$ cat config.mk
export PLATFORM = sky130hd
export DESIGN_NAME = paiws_ram
export DESIGN_NICKNAME = d
export VERILOG_FILES = /design/src/sv/paiws_ram.sv
export SDC_FILE = /design/constraint.sdc
export NUM_CORES = 2
export LEC_CHECK = 0
export BUFFER_PORTS_ARGS = -buffer_cell sky130_fd_sc_hd__buf_2
export CAP_MARGIN = 20
export CORE_MARGIN = 4
export CORE_UTILIZATION = 42
export DETAILED_ROUTE_END_ITERATION = 12
export SLEW_MARGIN = 20
export SYNTH_ARGS = -nofsm -noshare
export SYNTH_HDL_FRONTEND = slang
export SYNTH_SLANG_ARGS = --single-unit
export TNS_END_PERCENT = 10
$ cat constraint.sdc
create_clock -name clk_i -period 5.97 [get_ports clk_i]
set_input_delay 0.597 -clock clk_i [delete_from_list [all_inputs] [get_ports clk_i]]
set_output_delay 0.597 -clock clk_i [all_outputs]
set_load 0.005 [all_outputs]
$ cat src/sv/paiws_ram.sv
// Generic single-write, single-read synchronous RAM with a registered read port.
// Used for the raw and filtered sample rings. No dependencies.
module paiws_ram #(
  parameter int WIDTH = 16,
  parameter int DEPTH = 128
) (
  input  logic                     clk_i,
  input  logic                     we_i,
  input  logic [$clog2(DEPTH)-1:0] waddr_i,
  input  logic [WIDTH-1:0]         wdata_i,
  input  logic                     re_i,
  input  logic [$clog2(DEPTH)-1:0] raddr_i,
  output logic [WIDTH-1:0]         rdata_o
);

  logic [WIDTH-1:0] mem_q [DEPTH];
  logic [WIDTH-1:0] rdata_q;

  always_ff @(posedge clk_i) begin
    if (we_i) begin
      mem_q[waddr_i] <= wdata_i;
    end
    if (re_i) begin
      rdata_q <= mem_q[raddr_i];
    end
  end

  assign rdata_o = rdata_q;

endmodule

==> summary.md <==
| Metric | Value |
|---|---|
| Status | finished, final reports clean |
| YS warnings | 0 |
| First-pass GRT wire length | 270000 um |
| FF-to-FF End | rdata_o[1] |
| Setup slack, reg-to-reg | 3.32 ns |
| CTS Sinks | 2064 |
| Final nets | 3415 |
| Via density | 5.75 |
| Sequential share of the synthesized area | 0.788 |
| Peak VDD IR | 0.246 mV |
| Hold depth | 1 |
| Largest net degree at the start of global routing | 113 |
| Switching fraction of total power | 0.211 |
| Max-cap viol count | 0 |
| Initial Utilization | 0.423 |
| DRC errors left | 0 |
| Vias after detailed routing | 34723 |
| Crit-path max FO | 55 |
| # IOs | 49 |
| WL final | 189000 um |
| RSZ-0062 raised after global routing | no |
| Root Buffer | clkbuf_16 |
| Cts bufs inserted | 203 |
| TNS Setup | 0 ns |
| Data arrival, critical path | 3.82 ns |
| Min-delay src | wdata_i[15] |
| Grt ovf | 0 |
| Crit-path cells | buf_8, buf_12, buf_12, mux4_2, mux4_2, mux4_2, mux2_2 |
| Worst EP required | 6.55 ns |
| Worst path most repeated cell | mux4_2 |
| Ranking of synthesized cells by area | edfxtp_1 (79%), mux4_2 (19%), nor2_1 (0.58%) |
| #FFs+latches synth | 2064 |
| Worst-margin pin slew | 1.11 ns |
| Hold Crit Class | input pin to flop |
| Gpl congestion | 0.763 |
| CTS tree | built |
| H-tree Lvls | 4 |
| Final count of negative-setup-slack endpoints | 0 |
| Setup Skew | 0.0456 ns |
| Site Rows | 158 |
| Critical path's largest stage delay | 0.59 ns |
| Post-Route Utilization | 0.485 |
| Int Pwr | 23.7 mW |
| Post-synth EDFFs | 2064 |
| Detailed Route Iter0 Violations | 4006 |
| Hold Path Sink | mem_q[79][15] |
| Predominant post-synthesis flop cell | edfxtp_1 |
| Post-Syn Instances | 3086 |
| Slew headroom | 0.261 |
| Cell area after synthesis | 78700 um^2 |
| Initial DRT Pass Iterations | 5 |
| Slowest cell on crit path | mux4_2 |
| Area leader, netlist | edfxtp_1 |
| Reg2reg start | mem_q[79][1] |
| Hold_buf cts | 0 |
| Drt wl/cell | 31.2 um |
| Leak | 27.6 nW |
| Fill count | 14776 |
| All-Layer GR Usage | 0.197 |
| Initial antenna violation count | 30 |
| Die span in y | 441 um |
| Sw power | 6.33 mW |
| CTS resizes | 0 |
| Seq pwr share | 0.535 |
| Max Buffers Root-to-Sink | 3 |
| Syn avg cell area | 25.5 um^2 |
| Combinational share of power | 0.049 |
| Die area | 194000 um^2 |
| Clk_lat worst skew | 0.84 ns |
| Fin crit period | 3.24 ns |
| Synth Net Count | 3119 |
| Hpwl dp | 110000 um |
| Area grow syn2layout | 14.5% |
| Worst Hold Margin | 0.127 ns |
| Die X | 441 um |
| Vias in the first global route | 35362 |
| Share of synthesized flip-flops with an asynchronous set or reset | 0 |
| Power per cell area | 333 nW/um^2 |
| R2r worst-path depth | 4 |
| Yosys top cell area share | 0.788 |
| ANT nets after route | 0 |
| Synth unique cells | 16 |
| Total core area | 186000 um^2 |
| Final hold vios | 0 |
| CP startpoint kind | input pin |
| Setup crit end kind | flop |
| Max-slew violations | 0 |
| Worst-path clk slew | 0.06 ns |
| Layout cells sized above 1 | 0.369 |
| Setup CP Type | input pin to flop |
| Buffers on Ports | 48 |
| Total setup buffers inserted after CTS | 0 |
| Fmax | 309 MHz |
| Clock network fraction of design power | 0.416 |
| Fin crit share | 0.542 |
cell type report:
type                    instances  area (um^2)  share of cell area
well taps                    2480         3100              0.0344
diodes                          9         22.5            0.000250
flip-flops and latches       2064        62000               0.688
repair buffers                255         2210              0.0245
clock inverters               133         1260              0.0140
clock buffers                 241         5240              0.0582
multi-input cells             858        16300               0.181
flip-flops by register name, summed over array words and instances (netlist names):
signal   count
rdata_o     16
mem_q     2048
per-stage QoR:
stage                     instances  setup WS (ns)  total power, mW  cell area [um^2]
after CTS                      6031           2.75             30.3             90100
after floorplan                3086           2.74             17.1             78700
final                          6040           2.73             30.0             90100
after detailed placement       5657           1.81             17.9             83600
after global placement         5656           1.85             17.8             83500
after global routing           6035           2.65             31.0             90100
synthesized netlist by cell type (all sizes together) (2+ instances only):
master,instances
edfxtp,2064
buf,82
mux2,16
nand4,3
nor2,122
nand2,14
nor3,9
nor2b,7
mux4,672
nand3,12
clkbuf,82
nand2b,2
routing by layer:
layer	track usage	up-vias	share of wire
met3	0.0447	275	0.080
met4	0.0637	4	0.030
li1	-	14112	-
met2	0.306	1309	0.48
met1	0.279	19023	0.41
met5	0	-	0.00016
worst max path at each step:
stage                     from           to  cells past startpoint
floorplan           raddr_i[0]   rdata_o[0]                      6
global placement    raddr_i[0]  rdata_o[13]                      6
detailed placement  raddr_i[0]  rdata_o[14]                      6
CTS                 raddr_i[0]   rdata_o[3]                      7
global route        raddr_i[0]  rdata_o[13]                      6
finish              raddr_i[0]   rdata_o[3]                      7
layout by cell type, fill, tap and decap left out, drive strengths merged:
cell type / count
nand2b: 2
nor3: 9
inv: 9
diode: 9
mux4: 672
clkbuf: 241
nand2: 14
nor2b: 7
buf: 255
edfxtp: 2064
mux2: 16
nand3: 12
nor2: 122
clkinvlp: 6
nand4: 3
bufinv: 18
clkinv: 100
or3: 1
cell families (layout without fill, tap and decap cells):
group | Yosys count | in the layout | share of synthesized area
buf+inv | 164 | 629 | 0.00879
mux | 688 | 688 | 0.195
simple gates | 170 | 170 | 0.00886
flops | 2064 | 2064 | 0.788
other cells | 0 | 9 | 0
power groups by stage:
stage          clock network (mW)  registers, mW  logic, mW
5_1_grt                      13.4           16.0       1.56
2_1_floorplan                   0           16.3      0.783
4_1_cts                      12.8           16.1       1.49
6_report                     12.5           16.1       1.47
3_5_place_dp                    0           16.4       1.49
3_3_place_gp                    0           16.4       1.47
worst max-delay path, delay by kind of cell:
family                 cells  cell delay (ns)
buffers and inverters      3             1.07
multiplexers               4             2.02
Note: power is estimated with default switching activity, not from simulation.
