==> config.mk <==
export PLATFORM = sky130hd
export DESIGN_NAME = paiws_div
export DESIGN_NICKNAME = d
export VERILOG_FILES = /design/src/sv/paiws_div.sv
export SDC_FILE = /design/constraint.sdc
export NUM_CORES = 1
export LEC_CHECK = 0
export ABC_AREA = 1
export BUFFER_PORTS_ARGS = -buffer_cell sky130_fd_sc_hd__buf_2
export CAP_MARGIN = 10
export CORE_MARGIN = 4
export CORE_UTILIZATION = 40
export CTS_CLUSTER_DIAMETER = 100
export DETAILED_ROUTE_END_ITERATION = 16
export HOLD_SLACK_MARGIN = 0.06
export PLACE_DENSITY = 0.68
export RECOVER_POWER = 50
export SLEW_MARGIN = 20
export SYNTH_ARGS = -nofsm -noshare
export SYNTH_HDL_FRONTEND = slang
export SYNTH_SLANG_ARGS = --single-unit
==> constraint.sdc <==
create_clock -name clk_i -period 1.6 [get_ports clk_i]
set_clock_uncertainty 0.2 [all_clocks]
set_input_delay 0.08 -clock clk_i [delete_from_list [all_inputs] [get_ports clk_i]]
set_output_delay 0.08 -clock clk_i [all_outputs]
set_load 0.03 [all_outputs]
==> src/sv/paiws_div.sv <==
// Division by a fixed divisor through multiplication with its rounded-up reciprocal.
// Produces the registered window average from the window sum after start. No dependencies.
module paiws_div #(
  parameter int NUM_W   = 20,
  parameter int DIVISOR = 16,
  parameter int QUO_W   = 16
) (
  input  logic             clk_i,
  input  logic             rst_ni,
  input  logic             start_i,
  input  logic [NUM_W-1:0] dividend_i,
  output logic             done_o,
  output logic [QUO_W-1:0] quotient_o
);

  localparam int SHIFT  = NUM_W + $clog2(DIVISOR);
  localparam int MUL_W  = NUM_W + 2;
  localparam int PROD_W = NUM_W + MUL_W;
  localparam logic [MUL_W-1:0] RECIP =
    MUL_W'(((longint'(1) << SHIFT) + longint'(DIVISOR) - longint'(1)) / longint'(DIVISOR));

  logic [NUM_W-1:0]  num_q;
  logic [QUO_W-1:0]  quo_q;
  logic              busy_q;
  logic [PROD_W-1:0] prod;

  assign prod = PROD_W'(num_q) * PROD_W'(RECIP);

  always_ff @(posedge clk_i or negedge rst_ni) begin
    if (!rst_ni) begin
      busy_q <= 1'b0;
    end else begin
      busy_q <= start_i;
    end
  end

  always_ff @(posedge clk_i) begin
    if (start_i) begin
      num_q <= dividend_i;
    end
    if (busy_q) begin
      quo_q <= prod[SHIFT +: QUO_W];
    end
  end

  assign done_o     = !busy_q;
  assign quotient_o = quo_q;

endmodule

==> metrics.md <==
| Metric | Value |
|---|---|
| Status | finished, final reports clean |
| Port-buffer cells | 35 |
| Worst vdd ir | 0.787 mV |
| Final WL | 1.68 mm |
| Max Fclk | 699 MHz |
| First-pass GRT wire length | 2.60 mm |
| Core Area | 2280 µm² |
| Die area | 3330 µm² |
| Number of synthesized flops with an enable pin | 32 |
| Synth-to-layout area growth | 46.3% |
| Placed cell area | 1210 µm² |
| Clock power share | 25.7% |
| Seq pwr share | 62.8% |
| Pin count of the biggest net entering global routing | 18 |
| Remaining antenna violation count after routing | 0 |
| Leakage power figure | 0.581 nW |
| Post CTS Setup Buffer Count | 0 |
| Ant. Diodes | 0 |
| Crit path max fanout | 17 |
| Post-synth top area share | 97.1% |
| Grt ovf | 0 |
| Req. time, crit path | 1320 ps |
| Final instance count without filler cells | 125 |
| Multi-input gate area | 0 µm² |
| Startpoint Class | flip-flop |
| Synth Cell Area | 990 µm² |
| Leading register cell type out of synthesis | edfxtp_1 |
| Total GRT Usage | 11.5% |
| Slowest stage cell, crit path | dfrtp_1 |
| Worst-path cell chain | buf_4 > inv_1 > buf_2 |
| Nets@finish | 119 |
| Part of the cycle the worst path needs | 89.4% |
| Gpl congestion | 0.692 |
| Ys Warns | 0 |
| Number of distinct library cells after synthesis | 3 |
| CTS tree | yes |
| TritonCTS buffer count | 5 |
| Final setup viols | 0 |
| Final Slew Violations | 0 |
| RSZ-0062 raised after global routing | no |
| Post-route cell area | 1450 µm² |
| H-tree depth | 2 |
| Worst Tran Pin Value | 369 ps |
| Initial DRC Count | 11 |
| Gate power share | 11.6% |
| Placed Cells | 98 |
| Via-to-Cell Ratio | 4.37 |
| Top cells by area, synth | edfxtp_1 97%, dfrtp_1 2.5%, inv_1 0.38% |
| PwrDens | 1150 nW/µm² |
| Initial antenna violation count | 0 |
| Sequential area share after synthesis | 99.6% |
| CTS resizes | 0 |
| Layout cell share with drive strength beyond 1 | 43.3% |
| WL/cell | 13.4 µm |
| Largest stage delay on the critical path | 370 ps |
| Die Span Y | 57.7 µm |
| Crit path max-delay family | buffers and inverters |
| Max Cap Viol | 0 |
| Syn Area/Cell | 29.1 µm² |
| Psw | 0.398 mW |
| Setup TNS | 0 ps |
| DR DRC count | 0 |
| CTS sink cnt | 33 |
| First-pass DRT Iterations | 3 |
| Clock Pin Slew Worst Setup and Hold Paths | 100 ps |
| Worst skew pair latency | 330 ps |
| Clock Tree Root | clkbuf_4 |
| Initial Utilization | 43.5% |
| Row count | 17 |
| Min-Delay Path Class | reg -> reg |
| Most common library cells after synthesis | 32 x edfxtp_1, 1 x dfrtp_1, 1 x inv_1 |
| Fillcell total | 148 |
| Synth Instances | 34 |
| Slew headroom | 75.4% |
| Leading area contributor after synthesis | edfxtp_1 |
| Comb_multi_in | 0 |
| Critical setup path kind | reg -> out |
| Count leader, synth | edfxtp_1 |
| DR vias | 546 |
| Register bit total from synthesis | 33 |
| Ports | 40 |
| Worst-case clock buffer depth | 2 |
| Sw Share | 23.9% |
| Final count of hold timing violations | 0 |
| WP buf/inv | 3 |
| Syn_nets | 57 |
| Hold buffers post-CTS | 19 |
| Final Power | 1.67 mW |
| Async S/R FF share, synth | 3.03% |
| Critical Path AT | 1150 ps |
| FF+latch area | 986 µm² |
| CP Capture Type | output pin |
| Period minus WS final | 1430 ps |
| Pint | 1.27 mW |
| Vias in the first global route | 559 |
| Chip Width | 57.7 µm |
[state kept, by name, summed over array words and instances (netlist names)]
register / cells
busy_q: 1
quotient_o: 16
num_q: 16
[final cells by class]
type | instances | share of cell area (%)
Timing Repair Buffer | 55 | 25.7
Clock buffer | 6 | 2.85
Tap cell | 28 | 2.42
Clock inverter | 2 | 0.691
Inverter | 1 | 0.259
Sequential cell | 33 | 68.1
[through the flow]
stage	hold WS, ps	util (%)	setup WS, ps
global route	234	63.6	79.9
detailed placement	-343	53.1	528
global placement	-344	53.1	531
floorplan	-416	-	402
CTS	221	63.7	161
finish	225	63.6	170
[power by group through the flow]
stage	Clock [mW]	Sequential (mW)	Combinational [mW]
5_1_grt	0.482	1.05	0.204
2_1_floorplan	0	1.15	0.00319
6_report	0.428	1.05	0.193
4_1_cts	0.438	1.05	0.192
3_3_place_gp	0	1.06	0.155
3_5_place_dp	0	1.07	0.157
[cell usage in the layout, fill, tap and decap left out]
master,n
buf_2,34
edfxtp_1,32
dlygate4sd3_1,19
clkbuf_4,5
clkinv_2,2
clkbuf_1,2
inv_1,1
dfrtp_1,1
buf_4,1
[cell families (layout without fill, tap and decap cells)]
kind of cell,Yosys count,count (layout),share of synthesized area [%]
buffers and inverters,1,64,0.379
DFF,33,33,99.6
[per-layer routing]
| metal | global-route usage (%) | vias to the layer above | wire, µm | part of all wire, % |
|---|---|---|---|---|
| met1 | 10.5 | 257 | 534 | 32 |
| met5 | 0 | - | 0 | 0 |
| met4 | 3.97 | 0 | 24 | 1.4 |
| met2 | 20.5 | 27 | 968 | 58 |
| met3 | 7.13 | 4 | 151 | 9.0 |
| li1 | - | 258 | - | - |
[worst paths after layout]
path | from | endpoint | slack [ps] | cells after the start
max reg2reg | busy_q | quotient_o[13] | 520 | 1
min in group asynchronous | rst_ni | busy_q | 370 | 3
min | num_q[5] | quotient_o[1] | 220 | 0
min reg2reg | num_q[5] | quotient_o[1] | 220 | 0
max in group asynchronous | rst_ni | busy_q | 730 | 3
max | busy_q | done_o | 170 | 3
No activity file was read; power rests on OpenSTA's default activity.
